### src/rtl/core/bpsd_pkg.sv
`timescale 1ns / 1ps
`default_nettype none

package bpsd_pkg;

    // Field and datapath widths.
    localparam int SAMPLE_BITS = 16;
    localparam int TIME_BITS   = 48;
    localparam int LEN_W       = 16;
    localparam int THR_W       = 31;
    localparam int HOLD_W      = 20;

    // A square of a two's complement sample never needs the top product bit.
    localparam int SQ_W   = 2 * SAMPLE_BITS - 1;
    // A block holds at most 2^LEN_W - 1 samples.
    localparam int SUM_W  = SQ_W + LEN_W;
    localparam int PROD_W = THR_W + LEN_W;

    // Stream packing.
    localparam int IN_DATA_W  = ((SAMPLE_BITS + 7) / 8) * 8;
    localparam int OUT_FIELD_W = TIME_BITS + 1;
    localparam int OUT_DATA_W = ((OUT_FIELD_W + 7) / 8) * 8;

    // Queue between the accumulating front and the decision back end.
    localparam int Q_DEPTH = 4;
    localparam int Q_PTR_W = $clog2(Q_DEPTH);
    localparam int Q_CNT_W = Q_PTR_W + 1;

    // Configuration port.
    localparam int CFG_IDX_W  = 2;
    localparam int CFG_DATA_W = 32;

    localparam logic [CFG_IDX_W-1:0] CFG_BLOCK_LENGTH    = 2'd0;
    localparam logic [CFG_IDX_W-1:0] CFG_POWER_THRESHOLD = 2'd1;
    localparam logic [CFG_IDX_W-1:0] CFG_HOLDOFF_SAMPLES = 2'd2;

    localparam logic [LEN_W-1:0]  RST_BLOCK_LENGTH    = 16'd1024;
    localparam logic [THR_W-1:0]  RST_POWER_THRESHOLD = 31'd10737;
    localparam logic [HOLD_W-1:0] RST_HOLDOFF_SAMPLES = 20'd4800;

    // One finished block as handed from the front to the back end.
    typedef struct packed {
        logic [SUM_W-1:0]     sum;
        logic [PROD_W-1:0]    limit;
        logic [TIME_BITS-1:0] event_time;
    } t_blk;

endpackage

`default_nettype wire

### src/rtl/core/bpsd_front.sv
`timescale 1ns / 1ps
`default_nettype none

module bpsd_front (
    input  wire                              i_clk,
    input  wire                              i_rst_n,
    input  wire                              i_accept,
    input  wire  [bpsd_pkg::SAMPLE_BITS-1:0] i_sample,
    input  wire  [bpsd_pkg::LEN_W-1:0]       i_block_length,
    input  wire  [bpsd_pkg::THR_W-1:0]       i_power_threshold,
    output logic                             o_push,
    output bpsd_pkg::t_blk                   o_blk,
    output logic                             o_pending
);

    logic [bpsd_pkg::LEN_W-1:0]     len_eff;
    logic [bpsd_pkg::LEN_W:0]       pos_inc;
    logic                           blk_end;
    logic signed [2*bpsd_pkg::SAMPLE_BITS-1:0] smp_ext;
    logic [2*bpsd_pkg::SAMPLE_BITS-1:0] sq_full;
    logic [bpsd_pkg::PROD_W-1:0]    limit;
    logic [bpsd_pkg::SUM_W-1:0]     sum_total;

    logic [bpsd_pkg::LEN_W-1:0]     r_pos, n_pos;
    logic [bpsd_pkg::TIME_BITS-1:0] r_start, n_start;
    logic [bpsd_pkg::SUM_W-1:0]     r_sum, n_sum;

    // Stage A: squared sample with its block-end mark.
    logic                           r_a_valid;
    logic [bpsd_pkg::SQ_W-1:0]      r_a_sq;
    logic                           r_a_last;
    logic [bpsd_pkg::PROD_W-1:0]    r_a_limit;
    logic [bpsd_pkg::TIME_BITS-1:0] r_a_time;

    // A zero length behaves as one sample per block.
    assign len_eff = (i_block_length == '0) ? bpsd_pkg::LEN_W'(1) : i_block_length;
    assign pos_inc = {1'b0, r_pos} + (bpsd_pkg::LEN_W + 1)'(1);
    assign blk_end = (pos_inc >= {1'b0, len_eff});
    assign smp_ext = (2*bpsd_pkg::SAMPLE_BITS)'($signed(i_sample));
    assign sq_full = smp_ext * smp_ext;
    assign limit   = bpsd_pkg::PROD_W'(i_power_threshold) * bpsd_pkg::PROD_W'(len_eff);

    // Position advances with each accepted sample; the block start at each block end.
    always_comb begin
        n_pos   = r_pos;
        n_start = r_start;
        if (i_accept) begin
            if (blk_end) begin
                n_pos   = '0;
                n_start = r_start + bpsd_pkg::TIME_BITS'(len_eff);
            end else begin
                n_pos = pos_inc[bpsd_pkg::LEN_W-1:0];
            end
        end
    end

    // Stage B: accumulate, and hand the total on at the block end.
    assign sum_total = r_sum + bpsd_pkg::SUM_W'(r_a_sq);

    always_comb begin
        n_sum = r_sum;
        if (r_a_valid) begin
            n_sum = r_a_last ? '0 : sum_total;
        end
    end

    always_ff @(posedge i_clk) begin
        if (!i_rst_n) begin
            r_pos     <= '0;
            r_start   <= '0;
            r_sum     <= '0;
            r_a_valid <= 1'b0;
        end else begin
            r_pos     <= n_pos;
            r_start   <= n_start;
            r_sum     <= n_sum;
            r_a_valid <= i_accept;
        end
    end

    always_ff @(posedge i_clk) begin
        if (i_accept) begin
            r_a_sq    <= sq_full[bpsd_pkg::SQ_W-1:0];
            r_a_last  <= blk_end;
            r_a_limit <= limit;
            r_a_time  <= r_start - bpsd_pkg::TIME_BITS'(len_eff);
        end
    end

    assign o_push           = r_a_valid & r_a_last;
    assign o_pending        = r_a_valid & r_a_last;
    assign o_blk.sum        = sum_total;
    assign o_blk.limit      = r_a_limit;
    assign o_blk.event_time = r_a_time;

endmodule

`default_nettype wire

### src/rtl/core/bpsd_queue.sv
`timescale 1ns / 1ps
`default_nettype none

module bpsd_queue (
    input  wire                           i_clk,
    input  wire                           i_rst_n,
    input  wire                           i_push,
    input  wire bpsd_pkg::t_blk           i_blk,
    input  wire                           i_pop,
    output bpsd_pkg::t_blk                o_head,
    output logic                          o_nonempty,
    output logic [bpsd_pkg::Q_CNT_W-1:0]  o_count
);

    bpsd_pkg::t_blk                r_mem [bpsd_pkg::Q_DEPTH];
    logic [bpsd_pkg::Q_PTR_W-1:0]  r_wr_ptr;
    logic [bpsd_pkg::Q_PTR_W-1:0]  r_rd_ptr;
    logic [bpsd_pkg::Q_CNT_W-1:0]  r_count;
    logic [bpsd_pkg::Q_CNT_W-1:0]  n_count;

    // Pointers wrap naturally at a power-of-two depth.
    always_comb begin
        n_count = r_count;
        if (i_push && !i_pop) begin
            n_count = r_count + bpsd_pkg::Q_CNT_W'(1);
        end else if (!i_push && i_pop) begin
            n_count = r_count - bpsd_pkg::Q_CNT_W'(1);
        end
    end

    always_ff @(posedge i_clk) begin
        if (!i_rst_n) begin
            r_wr_ptr <= '0;
            r_rd_ptr <= '0;
            r_count  <= '0;
        end else begin
            if (i_push) begin
                r_wr_ptr <= r_wr_ptr + bpsd_pkg::Q_PTR_W'(1);
            end
            if (i_pop) begin
                r_rd_ptr <= r_rd_ptr + bpsd_pkg::Q_PTR_W'(1);
            end
            r_count <= n_count;
        end
    end

    always_ff @(posedge i_clk) begin
        if (i_push) begin
            r_mem[r_wr_ptr] <= i_blk;
        end
    end

    assign o_head     = r_mem[r_rd_ptr];
    assign o_nonempty = (r_count != '0);
    assign o_count    = r_count;

endmodule

`default_nettype wire

### src/rtl/core/bpsd_back.sv
`timescale 1ns / 1ps
`default_nettype none

module bpsd_back (
    input  wire                                 i_clk,
    input  wire                                 i_rst_n,
    input  wire bpsd_pkg::t_blk                 i_head,
    input  wire                                 i_head_valid,
    input  wire  [bpsd_pkg::HOLD_W-1:0]         i_holdoff,
    output logic                                o_pop,
    output logic                                o_tvalid,
    input  wire                                 i_tready,
    output logic [bpsd_pkg::OUT_DATA_W-1:0]     o_tdata
);

    logic                           now_over;
    logic [bpsd_pkg::TIME_BITS-1:0] diff;
    logic                           emit;
    logic                           slot_free;

    logic                           r_prev, n_prev;
    logic [bpsd_pkg::TIME_BITS-1:0] r_last_ev, n_last_ev;
    logic                           r_out_valid, n_out_valid;
    logic [bpsd_pkg::TIME_BITS-1:0] r_out_time;
    logic                           r_out_over;

    // Level decision and holdoff test; a negative distance never passes.
    assign now_over  = (i_head.sum >= bpsd_pkg::SUM_W'(i_head.limit));
    assign diff      = i_head.event_time - r_last_ev;
    assign emit      = (now_over != r_prev) && !diff[bpsd_pkg::TIME_BITS-1] &&
                       (diff > bpsd_pkg::TIME_BITS'(i_holdoff));
    assign slot_free = !r_out_valid || i_tready;

    // A block that emits nothing retires at once; an event waits for the slot.
    assign o_pop = i_head_valid && (!emit || slot_free);

    always_comb begin
        n_prev      = r_prev;
        n_last_ev   = r_last_ev;
        n_out_valid = r_out_valid && !i_tready;
        if (o_pop) begin
            n_prev = now_over;
            if (emit) begin
                n_last_ev   = i_head.event_time;
                n_out_valid = 1'b1;
            end
        end
    end

    always_ff @(posedge i_clk) begin
        if (!i_rst_n) begin
            r_prev      <= 1'b0;
            r_last_ev   <= '0;
            r_out_valid <= 1'b0;
        end else begin
            r_prev      <= n_prev;
            r_last_ev   <= n_last_ev;
            r_out_valid <= n_out_valid;
        end
    end

    always_ff @(posedge i_clk) begin
        if (o_pop && emit) begin
            r_out_time <= i_head.event_time;
            r_out_over <= now_over;
        end
    end

    assign o_tvalid = r_out_valid;
    assign o_tdata  = {{(bpsd_pkg::OUT_DATA_W - bpsd_pkg::OUT_FIELD_W){1'b0}},
                       r_out_over, r_out_time};

endmodule

`default_nettype wire

### src/rtl/core/block_power_silence_detector.sv
`timescale 1ns / 1ps
`default_nettype none

// Silence detector on block power. Each accepted beat carries one signed
// 16-bit sample; its square is added into a block sum, and after block_length
// samples the block is over threshold when the sum is at least
// power_threshold times block_length (a zero length counts as one). When the
// level differs from the previous block and the block's event time (its start
// minus one block length, in samples, wrapping at 48 bits) lies strictly more
// than holdoff_samples after the last event, one beat goes out with that time
// and the new level. The block takes one sample every cycle: the square and
// the accumulate are pipelined in the front end, and a four-entry queue of
// finished blocks lets the event logic wait on a stalled output while samples
// keep flowing; the input stalls only when that queue is full, counting a
// block about to enter it. An event passes stage A, the queue and the output
// register. Configuration writes are accepted whenever reset is released and
// should be made while no block is in flight; an index beyond the three
// registers is ignored.
module block_power_silence_detector (
    input  wire                                i_clk,
    input  wire                                i_rst_n,
    // Configuration write channel.
    input  wire                                i_cfg_valid,
    output logic                               o_cfg_ready,
    input  wire  [bpsd_pkg::CFG_IDX_W-1:0]     i_cfg_index,
    input  wire  [bpsd_pkg::CFG_DATA_W-1:0]    i_cfg_data,
    // Sample stream.
    input  wire                                s_axis_tvalid,
    output logic                               s_axis_tready,
    input  wire  [bpsd_pkg::IN_DATA_W-1:0]     s_axis_tdata,  // [15:0] sample
    // Event stream.
    output logic                               m_axis_tvalid,
    input  wire                                m_axis_tready,
    output logic [bpsd_pkg::OUT_DATA_W-1:0]    m_axis_tdata   // [47:0] event_time,
                                                              // [48] now_over
);

    logic [bpsd_pkg::LEN_W-1:0]   r_block_length;
    logic [bpsd_pkg::THR_W-1:0]   r_power_threshold;
    logic [bpsd_pkg::HOLD_W-1:0]  r_holdoff_samples;

    logic                         in_accept;
    logic                         push;
    logic                         pending;
    bpsd_pkg::t_blk               blk;
    bpsd_pkg::t_blk               head;
    logic                         head_valid;
    logic                         pop;
    logic [bpsd_pkg::Q_CNT_W-1:0] q_count;
    logic [bpsd_pkg::Q_CNT_W-1:0] q_claimed;

    // Configuration registers; nothing is taken while reset is held.
    assign o_cfg_ready = i_rst_n;

    always_ff @(posedge i_clk) begin
        if (!i_rst_n) begin
            r_block_length    <= bpsd_pkg::RST_BLOCK_LENGTH;
            r_power_threshold <= bpsd_pkg::RST_POWER_THRESHOLD;
            r_holdoff_samples <= bpsd_pkg::RST_HOLDOFF_SAMPLES;
        end else if (i_cfg_valid) begin
            unique case (i_cfg_index)
                bpsd_pkg::CFG_BLOCK_LENGTH: begin
                    r_block_length <= i_cfg_data[bpsd_pkg::LEN_W-1:0];
                end
                bpsd_pkg::CFG_POWER_THRESHOLD: begin
                    r_power_threshold <= i_cfg_data[bpsd_pkg::THR_W-1:0];
                end
                bpsd_pkg::CFG_HOLDOFF_SAMPLES: begin
                    r_holdoff_samples <= i_cfg_data[bpsd_pkg::HOLD_W-1:0];
                end
                default: begin
                end
            endcase
        end
    end

    // Take a sample only out of reset and while the queue has room for a
    // block still in flight.
    assign q_claimed     = q_count + bpsd_pkg::Q_CNT_W'(pending);
    assign s_axis_tready = i_rst_n &&
                           (q_claimed < bpsd_pkg::Q_CNT_W'(bpsd_pkg::Q_DEPTH));
    assign in_accept     = s_axis_tvalid & s_axis_tready;

    bpsd_front u_front (
        .i_clk             (i_clk),
        .i_rst_n           (i_rst_n),
        .i_accept          (in_accept),
        .i_sample          (s_axis_tdata[bpsd_pkg::SAMPLE_BITS-1:0]),
        .i_block_length    (r_block_length),
        .i_power_threshold (r_power_threshold),
        .o_push            (push),
        .o_blk             (blk),
        .o_pending         (pending)
    );

    bpsd_queue u_queue (
        .i_clk      (i_clk),
        .i_rst_n    (i_rst_n),
        .i_push     (push),
        .i_blk      (blk),
        .i_pop      (pop),
        .o_head     (head),
        .o_nonempty (head_valid),
        .o_count    (q_count)
    );

    bpsd_back u_back (
        .i_clk        (i_clk),
        .i_rst_n      (i_rst_n),
        .i_head       (head),
        .i_head_valid (head_valid),
        .i_holdoff    (r_holdoff_samples),
        .o_pop        (pop),
        .o_tvalid     (m_axis_tvalid),
        .i_tready     (m_axis_tready),
        .o_tdata      (m_axis_tdata)
    );

endmodule

`default_nettype wire
### config.mk
export PLATFORM = sky130hd
export DESIGN_NAME = block_power_silence_detector
export DESIGN_NICKNAME = d
export VERILOG_FILES = /design/src/rtl/core/bpsd_pkg.sv /design/src/rtl/core/bpsd_front.sv /design/src/rtl/core/bpsd_queue.sv /design/src/rtl/core/bpsd_back.sv /design/src/rtl/core/block_power_silence_detector.sv
export SDC_FILE = /design/constraint.sdc
export NUM_CORES = 2
export LEC_CHECK = 0
export ABC_AREA = 0
export BUFFER_PORTS_ARGS = -buffer_cell sky130_fd_sc_hd__buf_2
export CAP_MARGIN = 20
export CORE_ASPECT_RATIO = 1.5
export CORE_UTILIZATION = 30
export CTS_CLUSTER_SIZE = 30
export DETAILED_ROUTE_END_ITERATION = 7
export PLACE_DENSITY = 0.5
export SLEW_MARGIN = 20
export SYNTH_ARGS = -nofsm -noshare
export SYNTH_HDL_FRONTEND = slang
export SYNTH_SLANG_ARGS = --single-unit
### constraint.sdc
create_clock -name i_clk -period 12.5 [get_ports i_clk]
set_input_delay 0.625 -clock i_clk [delete_from_list [all_inputs] [get_ports i_clk]]
set_output_delay 0.625 -clock i_clk [all_outputs]
set_load 0.02 [all_outputs]
# Word level (Yosys, flattened, before mapping)
# Memory sizes are Yosys's and may differ from the RTL's. A register that Yosys moved wholly into a read port is not among the register bits.
# Index checks and enable logic that the tools add are counted.
# totals
out_inout_bits	59
in_bits	55
wordCells	77
mem_count	1
regBits	412
ram_bits	568
# op_classes
n_mul	2
n_reduce_logical	25
mux	11
bitwise_logic	2
n_eq_ne	3
n_addsub	10
magnitude_cmp	4
# memory_table
name	depth	width	rd	rd_ports_with_merged_regs	write_ports	line	source
u_queue.r_mem	4	142	1	1	1	bpsd_queue.sv:15	bpsd_pkg::t_blk r_mem [bpsd_pkg::Q_DEPTH];
# ops
operator	n
adder 48 x 16 -> 48 bit	1
> comparator 48 x 20 -> 1 bit	1
subtractor 48 x 16 -> 48 bit	1
subtractor 48 bit	1
adder 47 x 31 -> 47 bit	1
>= comparator 47 bit	1
multiplier 31 x 16 -> 47 bit	1
two-way mux 47 bit	1
two-way mux 16 bit	2
multiplier 16 x 16 -> 31 bit	1
adder 16 x 1 -> 17 bit, second input constant	1
>= comparator 17 x 16 -> 1 bit	1
logical NOT 16 bit	1
AND reduction 2 bit	5
logical AND 1 bit	8
logical NOT 1 bit	6
two-way mux 3 bit	2
adder 2 x 1 -> 2 bit, second input constant	2
two-way mux 1 bit	4
two-way mux 2 bit	2
adder 3 x 1 -> 3 bit	1
adder 3 x 1 -> 3 bit, second input constant	1
less-than comparator 3 bit, second input constant	1
nonzero test 3 bit	1
other kinds (8)	10

# Longest topological paths before layout
# depth
depth_word	10
mapped_depth	31
ltp_nobuf	29

# Modules after synthesis
# A second synthesis with hierarchy kept.
# hier_totals
cells_unflattened	6128
hier_area_um2	69041.2
# by_module_without_submodules
mod	n_inst	cells_each	area_each_um2
bpsd_front	1	4014	36774.0
bpsd_queue	1	784	20908.8
bpsd_back	1	1057	8714.6
block_power_silence_detector	1	273	2643.8

# Worst setup path after synthesis
# Ideal clock, no wire load.
# synth_path
path_type	register -> register
from	reg (tool-made name)
to	reg u_back.r_out_over (enable)
path_stages_with_launch	27
arrival_ns	7.064
required_time_ns	12.043
setup_time_ns	0.457
setup_slack_ns	4.979
n_path_buf	3
cell_sequence	dfxtp_1 -> clkbuf_1 -> buf_1 -> mux4_2 -> inv_1 -> ha_1 -> inv_1 -> fa_1 -> a211oi_1 -> o211ai_1 -> a21oi_1 -> o21ai_0 -> a21oi_1 -> xnor2_1 -> ha_1 -> nand2_1 -> o21ai_0 -> or4_1 -> a21oi_1 -> a31oi_1 -> or3_1 -> nor4_1 -> nand4_1 -> nor4_2 -> and2_2 -> buf_6 -> nor2_1
# synth_rtl
element	line	source
to (signal assigned)	bpsd_back.sv:65	r_out_over <= now_over;
to (decl)	bpsd_back.sv:25	logic r_out_over;

==> results.sh <==
export IMPL_outcome="complete, no violations"
export IMPL_hold_viol=0
export IMPL_htreeDepth=3
export IMPL_dr_pass1_iters=5
export IMPL_dp_hpwl_um=121000
export IMPL_ctsHoldBuffers=0
export IMPL_rsz0062_at_grt="no"
export IMPL_cp_start_kind="register"
export IMPL_syn_area_per_cell_sq_um=11.1
export IMPL_worstSkewPairLatency_ns=0.75
export IMPL_slew_limit_headroom_pct=25.6
export IMPL_fin_nets=7228
export IMPL_cpPeakStageDelay_ns=0.68
export IMPL_synthFlopType="edfxtp_1"
export IMPL_initial_core_util_pct=30.2
export IMPL_fin_util_pct=33.3
export IMPL_path_clk_slew_ns=0.07
export IMPL_mostFrequentLayoutCells="918 x inv_1, 743 x edfxtp_1, 668 x nand2_1, 641 x fa_1, 401 x ha_1"
export IMPL_layout_drive_gt1_share_pct=8.32
export IMPL_synth_area_sq_um=68400
export IMPL_worstSetupPathType="register to register"
export IMPL_cp_slowest_cell="buf_4"
export IMPL_detail_route_antenna_nets=0
export IMPL_final_setup_worst_slack_ns=4.04
export IMPL_dieArea_sq_um=230000
export IMPL_synth_cell_types=86
export IMPL_grt_pass1_vias=47418
export IMPL_fin_skew_ns=0.0666
export IMPL_num_rows=214
export IMPL_cts_root_buffer="clkbuf_16"
export IMPL_worstPathArrival_ns=9.12
export IMPL_tightest_slew_ns=1.11
export IMPL_clock_path_buffers=3
export IMPL_tritoncts="done"
export IMPL_hold_path_class="primary input to register"
export IMPL_drc=0
export IMPL_period_share_pct=67.6
export IMPL_fin_setup_tns_ns=0
export IMPL_cpMostUsedCell="a21oi_1"
export IMPL_clock_fmax_mhz=118
export IMPL_cts_resized=0
export IMPL_cp_top_family="compound AO/OA/AOI/OAI gates"
export IMPL_grt_overflow_total=0
export IMPL_cap_violations=0
export IMPL_busiest_layer="met2"
export IMPL_vias=43997
export IMPL_power_leakage_uw=0.0298
export IMPL_portBuffers=105
export IMPL_die_h_um=587
export IMPL_core_sq_um=227000
export IMPL_post_drt_wl_per_cell_um=18.0
export IMPL_hold_path_cell_count=3
export IMPL_cp_max_fo=50
export IMPL_gp_congestion=0.884
export IMPL_min_period_ns=8.46
export IMPL_vdd_drop_max_mv=0.393
export IMPL_fillers=22880
export IMPL_use_met3_pct=1.43
export IMPL_yosys_warnings=0
export IMPL_mostFrequentLayoutCell="inv_1"
export IMPL_vias_per_cell=4.76
export IMPL_synth_async_sr_flop_share_pct=0
export IMPL_drv_slew=0
export IMPL_rr_endpoint="u_queue.o_count[2]"
export IMPL_hold_end="r_power_threshold[20]"
export IMPL_synthCells=6163
export IMPL_antenna_found_initial=8
export IMPL_ys_seq_area_share_pct=39.6
export IMPL_area_delta_synth_final_pct=10.2
export IMPL_cts_setup_buffers=0
export IMPL_reg2reg_slack_ns=4.04
export IMPL_io_pins=114
export IMPL_clock_sinks=981
export IMPL_place_ws_ns=3.95
export IMPL_cp_end_kind="register"
export IMPL_postRouteWirelength_um=166000
export IMPL_cp_required_ns=13.16
export IMPL_dr_first_iter_drc_count=1944
export IMPL_ys_ff_latch=981
export IMPL_power_density_nw_per_um2=211
export IMPL_use_met1_pct=16.0
export IMPL_die_width_um=392
export IMPL_r2r_cells=28
export IMPL_synth_edf_count=743
export IMPL_grt_usage_pct=14.6
export IMPL_crit_buf_inv=3
export IMPL_grt_pass1_wl_um=264000
export IMPL_grtUsageMet2_pct=29.1
export IMPL_cts_buffers=98
export IMPL_hp_start="i_cfg_data[20]"
export IMPL_grt_max_degree=95
export IMPL_setup_viol=0
==> stage by stage <==
stage               total power (uW)  instance area, sq um  hold slack, ns  std cells
floorplan                      10800                 68400           0.436       6169
global placement               13000                 72000           0.445       9055
finish                         15900                 75300           0.176       9243
global route                   17300                 75300           0.147       9241
CTS                            16200                 75300           0.108       9238
detailed placement             13100                 72000           0.454       9055
==> Yosys cell counts (all sizes together) (10+ instances only) <==
master / n / share of area, %
xor2: 75 / 0.96
edfxtp: 743 / 33
nand4: 43 / 0.39
o211ai: 34 / 0.38
xnor2: 154 / 2.0
a22oi: 32 / 0.35
clkbuf: 261 / 1.4
o41ai: 10 / 0.13
mux4: 142 / 4.7
nand2b: 44 / 0.40
o21ai: 202 / 1.5
o21a: 28 / 0.32
nor2b: 34 / 0.31
inv: 920 / 5.1
ha: 401 / 7.3
nand2: 668 / 3.7
nand3b: 11 / 0.12
nand3: 126 / 0.93
dfxtp: 238 / 7.0
nor2: 223 / 1.2
nor3: 48 / 0.35
buf: 37 / 0.29
or2: 13 / 0.12
fa: 641 / 19
a21oi: 349 / 2.6
a21o: 75 / 0.82
mux2i: 19 / 0.28
and4: 13 / 0.17
o31ai: 14 / 0.16
and2: 279 / 2.6
nor4: 16 / 0.16
or3: 36 / 0.33
and3: 51 / 0.47
o21bai: 29 / 0.32
a31oi: 31 / 0.28
a211oi: 22 / 0.25
==> registers in the layout (all words and copies together) (netlist names), named ones only <==
name and count:
u_front.r_a_valid 1, r_power_threshold 31, u_back.r_out_time 48, u_back.r_prev 1
u_front.r_start 48, u_queue.o_count 3, r_block_length 16, u_back.r_out_over 1
u_front.r_a_sq 30, u_front.r_a_last 1, u_back.o_tvalid 1, u_back.r_last_ev 48
u_front.r_sum 47, u_front.r_pos 16, r_holdoff_samples 20, u_queue.r_mem 568
u_front.r_a_time 48, u_front.r_a_limit 47, u_queue.r_rd_ptr 2, u_queue.r_wr_ptr 2
==> power by group <==
| group | leakage (uW) | switching [uW] | total [uW] | internal [uW] |
|---|---|---|---|---|
| sequential | 0.00860 | 178 | 4400 | 4230 |
| clock | 0.00160 | 1340 | 3020 | 1680 |
| combinational | 0.0196 | 5030 | 8490 | 3460 |
| total | 0.0298 | 6550 | 15900 | 9360 |
==> cells by family after synthesis <==
group                    count (synthesis)  share of synthesized area, %
AND/OR/NAND/NOR                       1619                          11.4
buffers and inverters                 1220                          6.80
adder cells (fa/ha/maj)               1042                          26.1
flip-flops                             981                          39.6
AO/OA/AOI/OAI                          906                          8.15
XOR/XNOR                               229                          2.93
multiplexers                           165                          5.02
other                                    1                       0.00549
==> worst max path at each step <==
stage / end / slack [ns] / depth (start not counted) / startpoint
final: u_queue.o_count[2] / 4.04 / 28 / register
after detailed placement: u_queue.o_count[2] / 3.95 / 28 / register
after global routing: u_queue.o_count[2] / 3.52 / 28 / register
after CTS: u_queue.o_count[2] / 3.91 / 28 / register
after floorplan: u_back.r_out_over / 4.98 / 26 / register
after global placement: u_queue.o_count[2] / 3.83 / 28 / register
==> final cells by class <==
type                       count  area (sq um)  area share, %
antenna                        5          12.5         0.0166
sequential                   981         27100           36.0
tap                         3024          3780           5.02
inverter                     922          3470           4.61
clock inverter                65           711          0.943
multi-input combinational   3968         36700           48.7
timing repair buffer         160           951           1.26
clock buffer                 118          2600           3.45
==> worst reg2reg max path: cells and delay by family (launching register included) <==
family | cells | cell delay, ns
AO/OA/AOI/OAI | 11 | 2.58
XOR/XNOR | 2 | 0.51
adder cells (fa/ha/maj) | 4 | 1.12
buffers and inverters | 3 | 1.12
flip-flops | 1 | 0.49
multiplexers | 1 | 0.66
AND/OR/NAND/NOR | 7 | 1.94
==> routing by layer <==
metal  wire [um]  vias up
li1            -    20639
met1       62900    22543
met2       94500      594
met3        4470      217
met4        4340        4
met5          26        -
No activity file was read; power rests on OpenSTA's default activity.
